**src/dt2ep_pkg.sv**
```systemverilog
// Shared constants, types and helper functions for the date/time to epoch converter.
// No dependencies; every other file in src uses this package.
package dt2ep_pkg;

    localparam int unsigned TEXT_W  = 48;
    localparam int unsigned PAIR_W  = 16;
    localparam int unsigned VAL_W   = 7;    // decoded pair, 0..99
    localparam int unsigned DAYS_W  = 16;   // day count since 2000, max 36593
    localparam int unsigned HMS_W   = 19;   // hour/minute/second seconds, max 362439
    localparam int unsigned SECS_W  = 32;

    localparam logic [7:0] CHAR_ZERO = 8'h30;
    localparam logic [7:0] CHAR_NINE = 8'h39;

    localparam logic [SECS_W-1:0] SECS_PER_DAY  = 32'd86400;
    localparam logic [11:0]       SECS_PER_HOUR = 12'd3600;
    localparam logic [5:0]        SECS_PER_MIN  = 6'd60;
    localparam logic [8:0]        DAYS_PER_YEAR = 9'd365;

    // 1970-to-2000 offset less one day; the day term counts days without the "-1"
    localparam logic [SECS_W-1:0] EPOCH_OFFSET = 32'd946684800 - 32'd86400;

    typedef struct packed {
        logic [DAYS_W-1:0] day_count;
        logic [HMS_W-1:0]  hms_secs;
        logic              digit_bad;
        logic              range_bad;
    } terms_t;

    function automatic logic is_digit(input logic [7:0] c);
        return (c >= CHAR_ZERO) && (c <= CHAR_NINE);
    endfunction

    // days before the first of month index 0..11 in a common year
    function automatic logic [8:0] days_before_month(input logic [3:0] mi);
        logic [8:0] d;
        unique case (mi)
            4'd0:    d = 9'd0;
            4'd1:    d = 9'd31;
            4'd2:    d = 9'd59;
            4'd3:    d = 9'd90;
            4'd4:    d = 9'd120;
            4'd5:    d = 9'd151;
            4'd6:    d = 9'd181;
            4'd7:    d = 9'd212;
            4'd8:    d = 9'd243;
            4'd9:    d = 9'd273;
            4'd10:   d = 9'd304;
            4'd11:   d = 9'd334;
            default: d = 9'd0;
        endcase
        return d;
    endfunction

endpackage

```
**src/dt2ep_in_if.sv**
```systemverilog
// Input channel: valid/ready handshake carrying the date and time text.
// Depends on dt2ep_pkg.
interface dt2ep_in_if;
    logic                          valid;
    logic                          ready;
    logic [dt2ep_pkg::TEXT_W-1:0]  date_text;
    logic [dt2ep_pkg::TEXT_W-1:0]  time_text;

    modport source (output valid, output date_text, output time_text, input ready);
    modport sink   (input valid, input date_text, input time_text, output ready);
endinterface

```
**src/dt2ep_out_if.sv**
```systemverilog
// Output channel: valid/ready handshake carrying the epoch seconds and flags.
// Depends on dt2ep_pkg.
interface dt2ep_out_if;
    logic                          valid;
    logic                          ready;
    logic [dt2ep_pkg::SECS_W-1:0]  epoch_seconds;
    logic                          digit_error;
    logic                          range_error;
    logic                          result_ok;

    modport source (output valid, output epoch_seconds, output digit_error,
                    output range_error, output result_ok, input ready);
    modport sink   (input valid, input epoch_seconds, input digit_error,
                    input range_error, input result_ok, output ready);
endinterface

```
**src/dt2ep_pair_decode.sv**
```systemverilog
// Decodes one two-character ASCII pair into a value 0..99, atoi style.
// Depends on dt2ep_pkg.
module dt2ep_pair_decode (
    input  logic [dt2ep_pkg::PAIR_W-1:0] pair,
    output logic [dt2ep_pkg::VAL_W-1:0]  value,
    output logic                         bad
);
    localparam int unsigned VAL_W = dt2ep_pkg::VAL_W;

    logic [7:0] hi_char;
    logic [7:0] lo_char;
    logic [3:0] hi_dig;
    logic [3:0] lo_dig;
    logic       hi_ok;
    logic       lo_ok;

    assign hi_char = pair[15:8];
    assign lo_char = pair[7:0];
    assign hi_ok   = dt2ep_pkg::is_digit(hi_char);
    assign lo_ok   = dt2ep_pkg::is_digit(lo_char);
    assign hi_dig  = 4'(hi_char - dt2ep_pkg::CHAR_ZERO);
    assign lo_dig  = 4'(lo_char - dt2ep_pkg::CHAR_ZERO);
    assign bad     = !hi_ok || !lo_ok;

    always_comb
    begin
        priority if (!hi_ok)
        begin
            value = '0;
        end
        else if (!lo_ok)
        begin
            value = VAL_W'(hi_dig);
        end
        else
        begin
            value = VAL_W'(hi_dig) * 7'd10 + VAL_W'(lo_dig);
        end
    end

endmodule

```
**src/dt2ep_terms.sv**
```systemverilog
// Turns the twelve text characters into a day count and a time-of-day seconds term.
// Depends on dt2ep_pkg and dt2ep_pair_decode.
module dt2ep_terms (
    input  logic [dt2ep_pkg::TEXT_W-1:0] date_text,
    input  logic [dt2ep_pkg::TEXT_W-1:0] time_text,
    output dt2ep_pkg::terms_t            terms
);
    localparam int unsigned DAYS_W = dt2ep_pkg::DAYS_W;
    localparam int unsigned HMS_W  = dt2ep_pkg::HMS_W;

    logic [dt2ep_pkg::VAL_W-1:0] day_val;
    logic [dt2ep_pkg::VAL_W-1:0] month_val;
    logic [dt2ep_pkg::VAL_W-1:0] year_val;
    logic [dt2ep_pkg::VAL_W-1:0] hour_val;
    logic [dt2ep_pkg::VAL_W-1:0] min_val;
    logic [dt2ep_pkg::VAL_W-1:0] sec_val;
    logic [5:0]                  bad;
    logic                        range_bad;
    logic [3:0]                  month_idx;
    logic [4:0]                  leap_days;
    logic                        leap_adj;
    logic [dt2ep_pkg::DAYS_W-1:0] year_days;

    dt2ep_pair_decode u_day   (.pair(date_text[47:32]), .value(day_val),   .bad(bad[0]));
    dt2ep_pair_decode u_month (.pair(date_text[31:16]), .value(month_val), .bad(bad[1]));
    dt2ep_pair_decode u_year  (.pair(date_text[15:0]),  .value(year_val),  .bad(bad[2]));
    dt2ep_pair_decode u_hour  (.pair(time_text[47:32]), .value(hour_val),  .bad(bad[3]));
    dt2ep_pair_decode u_min   (.pair(time_text[31:16]), .value(min_val),   .bad(bad[4]));
    dt2ep_pair_decode u_sec   (.pair(time_text[15:0]),  .value(sec_val),   .bad(bad[5]));

    assign range_bad = (month_val == 7'd0) || (month_val > 7'd12);
    assign month_idx = 4'(month_val[3:0] - 4'd1);
    // leap days in years before this one: ceil(year / 4)
    assign leap_days = 5'((8'(year_val) + 8'd3) >> 2);
    // this year's Feb 29 once past February
    assign leap_adj  = (month_val > 7'd2) && (year_val[1:0] == 2'b00);
    assign year_days = DAYS_W'(year_val) * DAYS_W'(dt2ep_pkg::DAYS_PER_YEAR);

    always_comb
    begin
        terms.day_count = year_days
                        + DAYS_W'(leap_days)
                        + DAYS_W'(dt2ep_pkg::days_before_month(month_idx))
                        + DAYS_W'(leap_adj)
                        + DAYS_W'(day_val);
        terms.hms_secs  = HMS_W'(hour_val) * HMS_W'(dt2ep_pkg::SECS_PER_HOUR)
                        + HMS_W'(min_val) * HMS_W'(dt2ep_pkg::SECS_PER_MIN)
                        + HMS_W'(sec_val);
        terms.digit_bad = |bad;
        terms.range_bad = range_bad;
    end

endmodule

```
**src/ascii_date_time_to_epoch_seconds_top.sv**
```systemverilog
// ASCII DDMMYY / HHMMSS to Unix seconds (years 2000..2099, wrapping mod 2^32).
// Throughput one transfer per cycle while the sink is ready or the result register
// is empty, set by a four-register pipeline with a single stall enable.
// Reset (rst_n, async, active low) clears the stage valid bits only.
// Depends on dt2ep_pkg, dt2ep_in_if, dt2ep_out_if, dt2ep_terms.
module ascii_date_time_to_epoch_seconds_top (
    input  logic         clk,
    input  logic         rst_n,
    dt2ep_in_if.sink     in_ch,
    dt2ep_out_if.source  out_ch
);
    // Pipeline:
    //   s1: raw text captured
    //   s2: decoded day count and time-of-day seconds
    //   s3: day count scaled to seconds (one 16x17 constant multiply)
    //   res: final add with the epoch offset, month range mux, all-ones check
    // Every stage moves together; the whole pipe holds only when the result
    // register is full and the sink is not ready.

    logic advance;

    logic                           s1_valid_reg;
    logic [dt2ep_pkg::TEXT_W-1:0]   s1_date_reg;
    logic [dt2ep_pkg::TEXT_W-1:0]   s1_time_reg;

    dt2ep_pkg::terms_t              s1_terms;
    logic                           s2_valid_reg;
    dt2ep_pkg::terms_t              s2_terms_reg;

    logic                           s3_valid_reg;
    logic [dt2ep_pkg::SECS_W-1:0]   s3_day_secs_reg;
    logic [dt2ep_pkg::HMS_W-1:0]    s3_hms_reg;
    logic                           s3_digit_bad_reg;
    logic                           s3_range_bad_reg;

    logic                           res_valid_reg;
    logic [dt2ep_pkg::SECS_W-1:0]   res_secs_reg;
    logic                           res_digit_reg;
    logic                           res_range_reg;
    logic                           res_ok_reg;

    logic [dt2ep_pkg::SECS_W-1:0]   res_secs_next;

    assign advance     = !res_valid_reg || out_ch.ready;
    assign in_ch.ready = advance;

    // ---- stage 1: input register ----
    always_ff @(posedge clk or negedge rst_n)
    begin
        if (!rst_n)
        begin
            s1_valid_reg <= 1'b0;
        end
        else if (advance)
        begin
            s1_valid_reg <= in_ch.valid;
        end
    end

    always_ff @(posedge clk)
    begin
        if (advance && in_ch.valid)
        begin
            s1_date_reg <= in_ch.date_text;
            s1_time_reg <= in_ch.time_text;
        end
    end

    // ---- stage 2: character decode and day/time terms ----
    dt2ep_terms u_terms (
        .date_text (s1_date_reg),
        .time_text (s1_time_reg),
        .terms     (s1_terms)
    );

    always_ff @(posedge clk or negedge rst_n)
    begin
        if (!rst_n)
        begin
            s2_valid_reg <= 1'b0;
        end
        else if (advance)
        begin
            s2_valid_reg <= s1_valid_reg;
        end
    end

    always_ff @(posedge clk)
    begin
        if (advance && s1_valid_reg)
        begin
            s2_terms_reg <= s1_terms;
        end
    end

    // ---- stage 3: days to seconds ----
    always_ff @(posedge clk or negedge rst_n)
    begin
        if (!rst_n)
        begin
            s3_valid_reg <= 1'b0;
        end
        else if (advance)
        begin
            s3_valid_reg <= s2_valid_reg;
        end
    end

    always_ff @(posedge clk)
    begin
        if (advance && s2_valid_reg)
        begin
            s3_day_secs_reg  <= dt2ep_pkg::SECS_W'(s2_terms_reg.day_count)
                              * dt2ep_pkg::SECS_PER_DAY;
            s3_hms_reg       <= s2_terms_reg.hms_secs;
            s3_digit_bad_reg <= s2_terms_reg.digit_bad;
            s3_range_bad_reg <= s2_terms_reg.range_bad;
        end
    end

    // ---- result stage: offset add, bad month forces zero ----
    always_comb
    begin
        if (s3_range_bad_reg)
        begin
            res_secs_next = '0;
        end
        else
        begin
            res_secs_next = s3_day_secs_reg
                          + dt2ep_pkg::SECS_W'(s3_hms_reg)
                          + dt2ep_pkg::EPOCH_OFFSET;
        end
    end

    always_ff @(posedge clk or negedge rst_n)
    begin
        if (!rst_n)
        begin
            res_valid_reg <= 1'b0;
        end
        else if (advance)
        begin
            res_valid_reg <= s3_valid_reg;
        end
    end

    always_ff @(posedge clk)
    begin
        if (advance && s3_valid_reg)
        begin
            res_secs_reg  <= res_secs_next;
            res_digit_reg <= s3_digit_bad_reg;
            res_range_reg <= s3_range_bad_reg;
            res_ok_reg    <= (res_secs_next != '1);
        end
    end

    assign out_ch.valid         = res_valid_reg;
    assign out_ch.epoch_seconds = res_secs_reg;
    assign out_ch.digit_error   = res_digit_reg;
    assign out_ch.range_error   = res_range_reg;
    assign out_ch.result_ok     = res_ok_reg;

endmodule

```
**src/flat_wrapper.sv**
```systemverilog
// flat-port wrapper written by rule: the top's interface ports become plain ports
module ascii_date_time_to_epoch_seconds_top_flat 
  (clk, rst_n, in_ch_valid, in_ch_date_text, in_ch_time_text, in_ch_ready, out_ch_valid, out_ch_epoch_seconds, out_ch_digit_error, out_ch_range_error, out_ch_result_ok, out_ch_ready);
  dt2ep_in_if in_ch_i ();
  dt2ep_out_if out_ch_i ();
  input  logic clk;
  input  logic rst_n;
  input wire logic [$bits(in_ch_i.valid)-1:0] in_ch_valid;
  input wire logic [$bits(in_ch_i.date_text)-1:0] in_ch_date_text;
  input wire logic [$bits(in_ch_i.time_text)-1:0] in_ch_time_text;
  output wire logic [$bits(in_ch_i.ready)-1:0] in_ch_ready;
  output wire logic [$bits(out_ch_i.valid)-1:0] out_ch_valid;
  output wire logic [$bits(out_ch_i.epoch_seconds)-1:0] out_ch_epoch_seconds;
  output wire logic [$bits(out_ch_i.digit_error)-1:0] out_ch_digit_error;
  output wire logic [$bits(out_ch_i.range_error)-1:0] out_ch_range_error;
  output wire logic [$bits(out_ch_i.result_ok)-1:0] out_ch_result_ok;
  input wire logic [$bits(out_ch_i.ready)-1:0] out_ch_ready;
  assign in_ch_i.valid = in_ch_valid;
  assign in_ch_i.date_text = in_ch_date_text;
  assign in_ch_i.time_text = in_ch_time_text;
  assign in_ch_ready = in_ch_i.ready;
  assign out_ch_valid = out_ch_i.valid;
  assign out_ch_epoch_seconds = out_ch_i.epoch_seconds;
  assign out_ch_digit_error = out_ch_i.digit_error;
  assign out_ch_range_error = out_ch_i.range_error;
  assign out_ch_result_ok = out_ch_i.result_ok;
  assign out_ch_i.ready = out_ch_ready;
  ascii_date_time_to_epoch_seconds_top u_core (.clk(clk), .rst_n(rst_n), .in_ch(in_ch_i), .out_ch(out_ch_i));
endmodule
```
**config.mk**
```make
export PLATFORM = sky130hd
export DESIGN_NAME = ascii_date_time_to_epoch_seconds_top_flat
export DESIGN_NICKNAME = d
export VERILOG_FILES = /design/src/dt2ep_pkg.sv /design/src/dt2ep_in_if.sv /design/src/dt2ep_out_if.sv /design/src/dt2ep_pair_decode.sv /design/src/dt2ep_terms.sv /design/src/ascii_date_time_to_epoch_seconds_top.sv /design/src/flat_wrapper.sv
export SDC_FILE = /design/constraint.sdc
export NUM_CORES = 1
export LEC_CHECK = 0
export BUFFER_PORTS_ARGS = -buffer_cell sky130_fd_sc_hd__buf_2
export CELL_PAD_IN_SITES_DETAIL_PLACEMENT = 0
export CELL_PAD_IN_SITES_GLOBAL_PLACEMENT = 2
export CORE_UTILIZATION = 42
export CTS_CLUSTER_DIAMETER = 150
export CTS_CLUSTER_SIZE = 20
export DETAILED_ROUTE_END_ITERATION = 12
export PLACE_DENSITY_LB_ADDON = 0.1
export SYNTH_ARGS = -nofsm -noshare
export SYNTH_HDL_FRONTEND = slang
export SYNTH_SLANG_ARGS = --single-unit
```
**constraint.sdc**
```tcl
create_clock -name clk -period 8.7 [get_ports clk]
set_input_delay 0 -clock clk [delete_from_list [all_inputs] [get_ports clk]]
set_output_delay 0 -clock clk [all_outputs]
set_load 0.02 [all_outputs]
```
Word-level counts from Yosys, hierarchy flattened
Memory sizes are Yosys's and may differ from the RTL's.
Index checks and enable logic that the tools add are counted.
Widths: inputs -> output; s select.
Storage, ports and cells
  bits of input ports: 100
  register bits after elaboration: 218
  memory bits (read-only): 144
  memories kept: 1
  output and inout port bits: 37
  word-level logic and storage cells: 138
Operators by class
  $lt $le $gt $ge: 26
  multiply operators: 10
  multiplexer cells: 13
  reductions and logical operators: 41
  equality and inequality tests: 1
  add/sub/neg operators: 28
Memory list
  (no name shown): depth 16, width 9, read ports 1, clocked after memory_dff 0, wr ports 0, line dt2ep_pkg.sv:37  | unique case (mi)
Operators by type and width (number)
  $ge 8x6->1 const B: 12
  $le 8x6->1 const B: 12
  $mux 7: 12
  $sub 4x1->4 const B: 13
  $add 7x4->7: 6
  $mul 4x3->6 const B: 6
  $add 32x19->32: 1
  $add 32x30->32 const B: 1
  $mux 32: 1
  $ne 32x32->1 const B: 1
  $mul 16x10->25 const B: 1
  $add 19x13->19: 1
  $add 19x7->19: 1
  $logic_and 1x1->1: 17
  $add 16x1->16: 1
  $add 16x5->16: 1
  $add 16x7->16: 1
  $add 16x9->16: 1
  $mul 7x9->16 const B: 1
  $mul 7x8->15 const B: 1
  $logic_not 1->1: 13
  $mul 7x4->11 const B: 1
  $logic_or 1x1->1: 8
  $add 7x2->7 const B: 1
  other kinds (5): 5

Longest topological paths before layout
  word-level depth: 10
  mapped depth: 29
  gate-level depth less buffers: 29

Hierarchy
Synthesis repeated with hierarchy kept, for this count alone.
Unflattened totals
  cells, all modules: 1559
  area total of the unflattened synthesis: 17581.9 um2
By module, submodules not included
  ascii_date_time_to_epoch_seconds_top: area each 10799.1 um2, cells an instance 766, times used 1
  dt2ep_terms: area each 4620.7 um2, cells an instance 529, times used 1
  dt2ep_pair_decode: area each 360.3 um2, cells an instance 44, times used 6

Worst setup path after synthesis
Ideal clock, no wire load.
  path kind: register to register
  start point: reg u_core.s1_date_reg[9] in the netlist's numbering
  end point: reg u_core.s2_terms_reg[36] in the netlist's numbering (data pin)
  library setup time: 0.260 ns
  clock period less this slack: 6.683 ns
  arrival: 6.423 ns
  data required time: 8.440 ns
  stages on the path, launching flop included: 28
  setup slack: 2.017 ns
  path through: edfxtp_1 ha_1 ha_1 fa_1 xnor2_1 nor3_1 ha_1 nand3_1 xnor2_1 ha_1 inv_1 fa_1 inv_1 ha_1 fa_1 inv_1 fa_1 inv_1 ha_1 a21oi_1 nor2b_1 o21a_1 nor3_1 o31ai_1 o41ai_1 o21bai_1 a21oi_1 xnor2_1
RTL lines
  start, declared: line ascii_date_time_to_epoch_seconds_top.sv:23  | logic [dt2ep_pkg::TEXT_W-1:0] s1_date_reg;
  start signal, assigned: line ascii_date_time_to_epoch_seconds_top.sv:64  | s1_date_reg <= in_ch.date_text;
  end signal, assigned: line ascii_date_time_to_epoch_seconds_top.sv:92  | s2_terms_reg <= s1_terms;
  end, declared: line ascii_date_time_to_epoch_seconds_top.sv:28  | dt2ep_pkg::terms_t s2_terms_reg;

==> qor_table.md <==
| Step | Item | Value |
| --- | --- | --- |
| floorplan | Starting utilization of the core area | 42.8% |
| critical path | Startpoint types | flip-flop |
| final layout | Area growth syn-to-layout | 15.8% |
| floorplan | Die Area | 0.0416 mm² |
| cts | Clock edge transition at the registers on the reported setup and hold paths | 0.10 ns |
| sta | Achievable frequency | 138 MHz |
| sta | Share of the cycle needed by the critical path after routing | 83.4% |
| floorplan | Number of standard-cell rows in the floorplan | 73 |
| power | Net load switching power | 2.65 mW |
| sta | Relative max-transition margin | 29.6% |
| logic synthesis | Seq/Total Area, Yosys | 38.1% |
| sta | Slew @ Worst Pin | 1.06 ns |
| power | Internal power summed over all cells | 3.69 mW |
| power | Sw Ratio | 41.8% |
| run status | Outcome | finished clean |
| power | Power density over the cells | 320 mW/mm² |
| final layout | Top library cells by usage in the layout, fill and taps aside | sky130_fd_sc_hd__ha_1, sky130_fd_sc_hd__inv_1, sky130_fd_sc_hd__edfxtp_1 |
| sta | Total Negative Setup Slacks | 0 ns |
| run | Max-cap violations | 0 |
| final layout | Layout Cell Area excl Fill | 0.0198 mm² |
| final layout | Multi-input combinational cell area | 0.00953 mm² |
| grt | Wire length of the first global-routing pass | 53.8 mm |
| drt | Number of DRC violations after detailed routing | 0 |
| logic synthesis | Total of flip-flops plus latches after synthesis | 218 |
| logic synthesis | Distinct cells, synth | 70 |
| power | Clock share of power | 10.5% |
| grt | Overall global routing resource usage | 16.0% |
| logic synthesis | Portion of netlist area occupied by mux cells | 1.63% |
| grt | Antenna violations before repair | 0 |
| grt | Overflow left after global routing | 0 |
| cts | Latest clock arrival within the worst-skew pair | 0.51 ns |
| sta | Final Hold Viols | 0 |
| critical path | Critical path type | flip-flop to flip-flop |
| cts | Number of clock buffers inserted by TritonCTS | 14 |
| drt | Drt first pass iters | 5 |
| floorplan | Die Y | 204 µm |
| placed design | DP Wirelength | 25.8 mm |
| logic synthesis | Syn. warnings | 0 |
| sta | Setup repair after global routing missed its margin | false |
| logic synthesis | Syn Area/Cell | 11.3 µm² |
| critical path | Critical Path RT | 8.97 ns |
| drt | Vias after detailed routing | 10,800 |
| final layout | Layout filler cell count | 3,612 |
| sta | Post-route minimum period | 7.26 ns |
| power | Share of power burned in registers | 28.2% |
| critical path | Crit path max-delay cell type | sky130_fd_sc_hd__nor3_1 |
| hold path | Launch instance of the worst min-delay path | in_ch_time_text[40] |
| cts | Clock root buffer | sky130_fd_sc_hd__clkbuf_16 |
| hold path | Type of the most critical hold path | input port to flip-flop |
| sta | Total count of max-transition violations in the final report | 0 |
| power | LEAKAGE | 9.53 nW |
| logic synthesis | Cells after synthesis | 1,512 |
| logic synthesis | Post-synthesis compound-gate area fraction | 8.09% |
| critical path | Worst stage delay on the critical path | 0.57 ns |
| grt | Largest net degree at the start of global routing | 82 |
| drt | Antenna-violating nets left | 0 |
| placed design | Final weighted congestion of routability-driven global placement | 0.795 |
| placed design | Post-detailed-placement cell area | 0.0184 mm² |
| logic synthesis | Combinational family with the most area after synthesis | adder cells |
| final layout | Sequential standard cell area | 0.00653 mm² |
| floorplan | Core Area | 0.0400 mm² |
| grt | Number of global-route vias before repair | 11,100 |
| cts | # resized after CTS | 0 |
| logic synthesis | Post-synthesis share of cell area spent on xor and xnor gates | 5.78% |
| critical path | Crit-path leading delay family | adder cells |
| drt | Final routed wire length divided by cell count | 14.0 µm |
| placed design | Setup Slack @ Placement | 1.47 ns |
| cts | Number of setup buffers added after CTS | 0 |
| logic synthesis | Synthesized cell area | 0.0171 mm² |
| sta | Setup-failing EPs final | 0 |
| logic synthesis | Synth Net Count | 1,988 |
| final layout | Fraction of final layout cells with drive strength greater than 1 | 11.4% |
| critical path | Launching point of the worst reg2reg path | u_core.s1_date_reg[9] |
| final layout | Total Nets Final | 2,232 |
| critical path | CP Buf/Inv Count | 4 |
| critical path | Launching element of the worst setup path | u_core.s1_date_reg[9] |
| cts | H-tree Lvls | 1 |
| power | Power consumption | 6.35 mW |
| final layout | ANT cells | 0 |
| drt | Iter 0 DRT Violations | 301 |
| sta | Final Worst Setup Slack | 1.44 ns |
| logic synthesis | Synthesized-area fraction occupied by adder cells | 31.7% |
| drt | Post-DR vias/cell | 4.72 |
| final layout | Leading cell type in the layout, fill and taps excluded | sky130_fd_sc_hd__ha_1 |
| floorplan | Die width | 204 µm |
| critical path | Most common cell type on the critical path | sky130_fd_sc_hd__ha_1 |
| logic synthesis | Area share of and/or/nand/nor cells after synthesis | 8.39% |
| critical path | Flop-to-flop setup slack | 1.44 ns |
| critical path | Setup crit end kind | flip-flop |
| sta | Post-route clock skew | 0.0239 ns |
| logic synthesis | EDFF count, synth | 214 |
| power | Combinational Power Share | 61.3% |
| critical path | Largest driver fanout on the critical path | 5 |
| cts | Num Clock Sinks | 218 |
| cts | Max Buffers Root-to-Sink | 3 |
| power | Max VDD drop | 201 µV |
| drt | Routed wire length | 32.0 mm |
| logic synthesis | Share of flip-flops with an asynchronous set or reset after synthesis | 1.83% |
| logic synthesis | Commonest register cell after synthesis | sky130_fd_sc_hd__edfxtp_1 |
| placed design | I/O Buffers | 136 |
| cts | CTS tree | built |
| floorplan | Number of I/O pins | 137 |
| critical path | Data arrival time of the critical path | 7.52 ns |
worst paths after layout:
| path | end | cells after the start |
|---|---|---|
| worst max-delay path | u_core.s2_terms_reg[36] | 27 |
| worst min-delay path | u_core.s1_time_reg[40] | 2 |
| worst max register to register | u_core.s2_terms_reg[36] | 27 |
| worst min register to register | u_core.out_ch.digit_error | 0 |
| max in group asynchronous | u_core.out_ch.valid | 3 |
| min in group asynchronous | u_core.s1_valid_reg | 3 |
synthesized netlist by cell type, types with 12 or more instances:
cell type	instances	area, µm²
sky130_fd_sc_hd__o21ai_0	39	195
sky130_fd_sc_hd__nor2b_1	22	138
sky130_fd_sc_hd__nand4_1	19	119
sky130_fd_sc_hd__o21a_1	13	97.6
sky130_fd_sc_hd__inv_1	275	1030
sky130_fd_sc_hd__nand3_1	15	75.1
sky130_fd_sc_hd__a21oi_1	68	340
sky130_fd_sc_hd__xnor2_1	82	718
sky130_fd_sc_hd__o21bai_1	12	90.1
sky130_fd_sc_hd__ha_1	279	3490
sky130_fd_sc_hd__nor2_1	102	383
sky130_fd_sc_hd__nand2_1	39	146
sky130_fd_sc_hd__mux2i_1	20	200
sky130_fd_sc_hd__nand2b_1	14	87.6
sky130_fd_sc_hd__fa_1	97	1940
sky130_fd_sc_hd__edfxtp_1	214	6430
sky130_fd_sc_hd__xor2_1	31	272
sky130_fd_sc_hd__nor3_1	22	110
sky130_fd_sc_hd__a21o_1	20	150
sky130_fd_sc_hd__or2_2	16	100
power groups by stage:
stage / Clock, mW / Combinational, mW / Sequential, mW
after floorplan: 0 / 3.02 / 1.88
after global placement: 0 / 3.90 / 1.82
after detailed placement: 0 / 3.89 / 1.82
after CTS: 0.694 / 3.96 / 1.80
after global routing: 0.720 / 4.45 / 1.83
final: 0.664 / 3.89 / 1.79
worst reg2reg max path: stages, from the launching register on:
cell                       delay, ns
sky130_fd_sc_hd__edfxtp_1       0.48
sky130_fd_sc_hd__ha_1           0.34
sky130_fd_sc_hd__ha_1           0.21
sky130_fd_sc_hd__fa_1           0.46
sky130_fd_sc_hd__xnor2_1        0.14
sky130_fd_sc_hd__nor3_1         0.57
sky130_fd_sc_hd__ha_1           0.30
sky130_fd_sc_hd__nand3_1        0.10
sky130_fd_sc_hd__xnor2_1        0.14
sky130_fd_sc_hd__ha_1           0.30
sky130_fd_sc_hd__inv_1          0.05
sky130_fd_sc_hd__fa_1           0.49
sky130_fd_sc_hd__inv_1          0.04
sky130_fd_sc_hd__ha_1           0.29
sky130_fd_sc_hd__fa_1           0.53
sky130_fd_sc_hd__inv_1          0.05
sky130_fd_sc_hd__fa_1           0.52
sky130_fd_sc_hd__inv_1          0.04
sky130_fd_sc_hd__ha_1           0.32
sky130_fd_sc_hd__a21oi_1        0.22
sky130_fd_sc_hd__nor2b_1        0.08
sky130_fd_sc_hd__o21a_1         0.18
sky130_fd_sc_hd__nor3_1         0.22
sky130_fd_sc_hd__o31ai_1        0.15
sky130_fd_sc_hd__o41ai_1        0.43
sky130_fd_sc_hd__o21bai_1       0.11
sky130_fd_sc_hd__a21oi_1        0.19
sky130_fd_sc_hd__xnor2_1        0.08
cells by family after synthesis:
kind of cell,count (synthesis)
fa+ha+maj,376
compound gates,206
flops,218
simple gates,286
buf+inv,286
xor+xnor,113
mux,27
stage by stage:
stage / hold slack [ns] / util (%) / cells
2_1_floorplan: -0.296 / - / 1512
3_3_place_gp: -0.193 / 46.1 / 2165
3_5_place_dp: -0.185 / 46.1 / 2165
4_1_cts: 0.182 / 49.6 / 2285
5_1_grt: 0.194 / 49.6 / 2285
6_report: 0.208 / 49.6 / 2285
per-layer routing:
layer / wire [µm] / GRT usage [%]
met2: 15200 / 27.8
met3: 893 / 1.95
met1: 15400 / 21.5
met4: 485 / 3.07
met5: 0 / 0
area by class of cell:
type | instances | area share (%)
repair buffers | 238 | 8.55
inverters | 276 | 5.22
flip-flops and latches | 218 | 32.9
clock inverters | 1 | 0.0189
clock buffers | 19 | 1.97
multi-input cells | 1008 | 48.0
well taps | 525 | 3.31
repair_timing:
| item | CTS | global route |
|---|---|---|
| hold endpoints to repair | 106 | 0 |
| hold buffers | 100 | 0 |
| setup endpoints to repair | 0 | 0 |
Note: power is estimated with default switching activity, not from simulation.
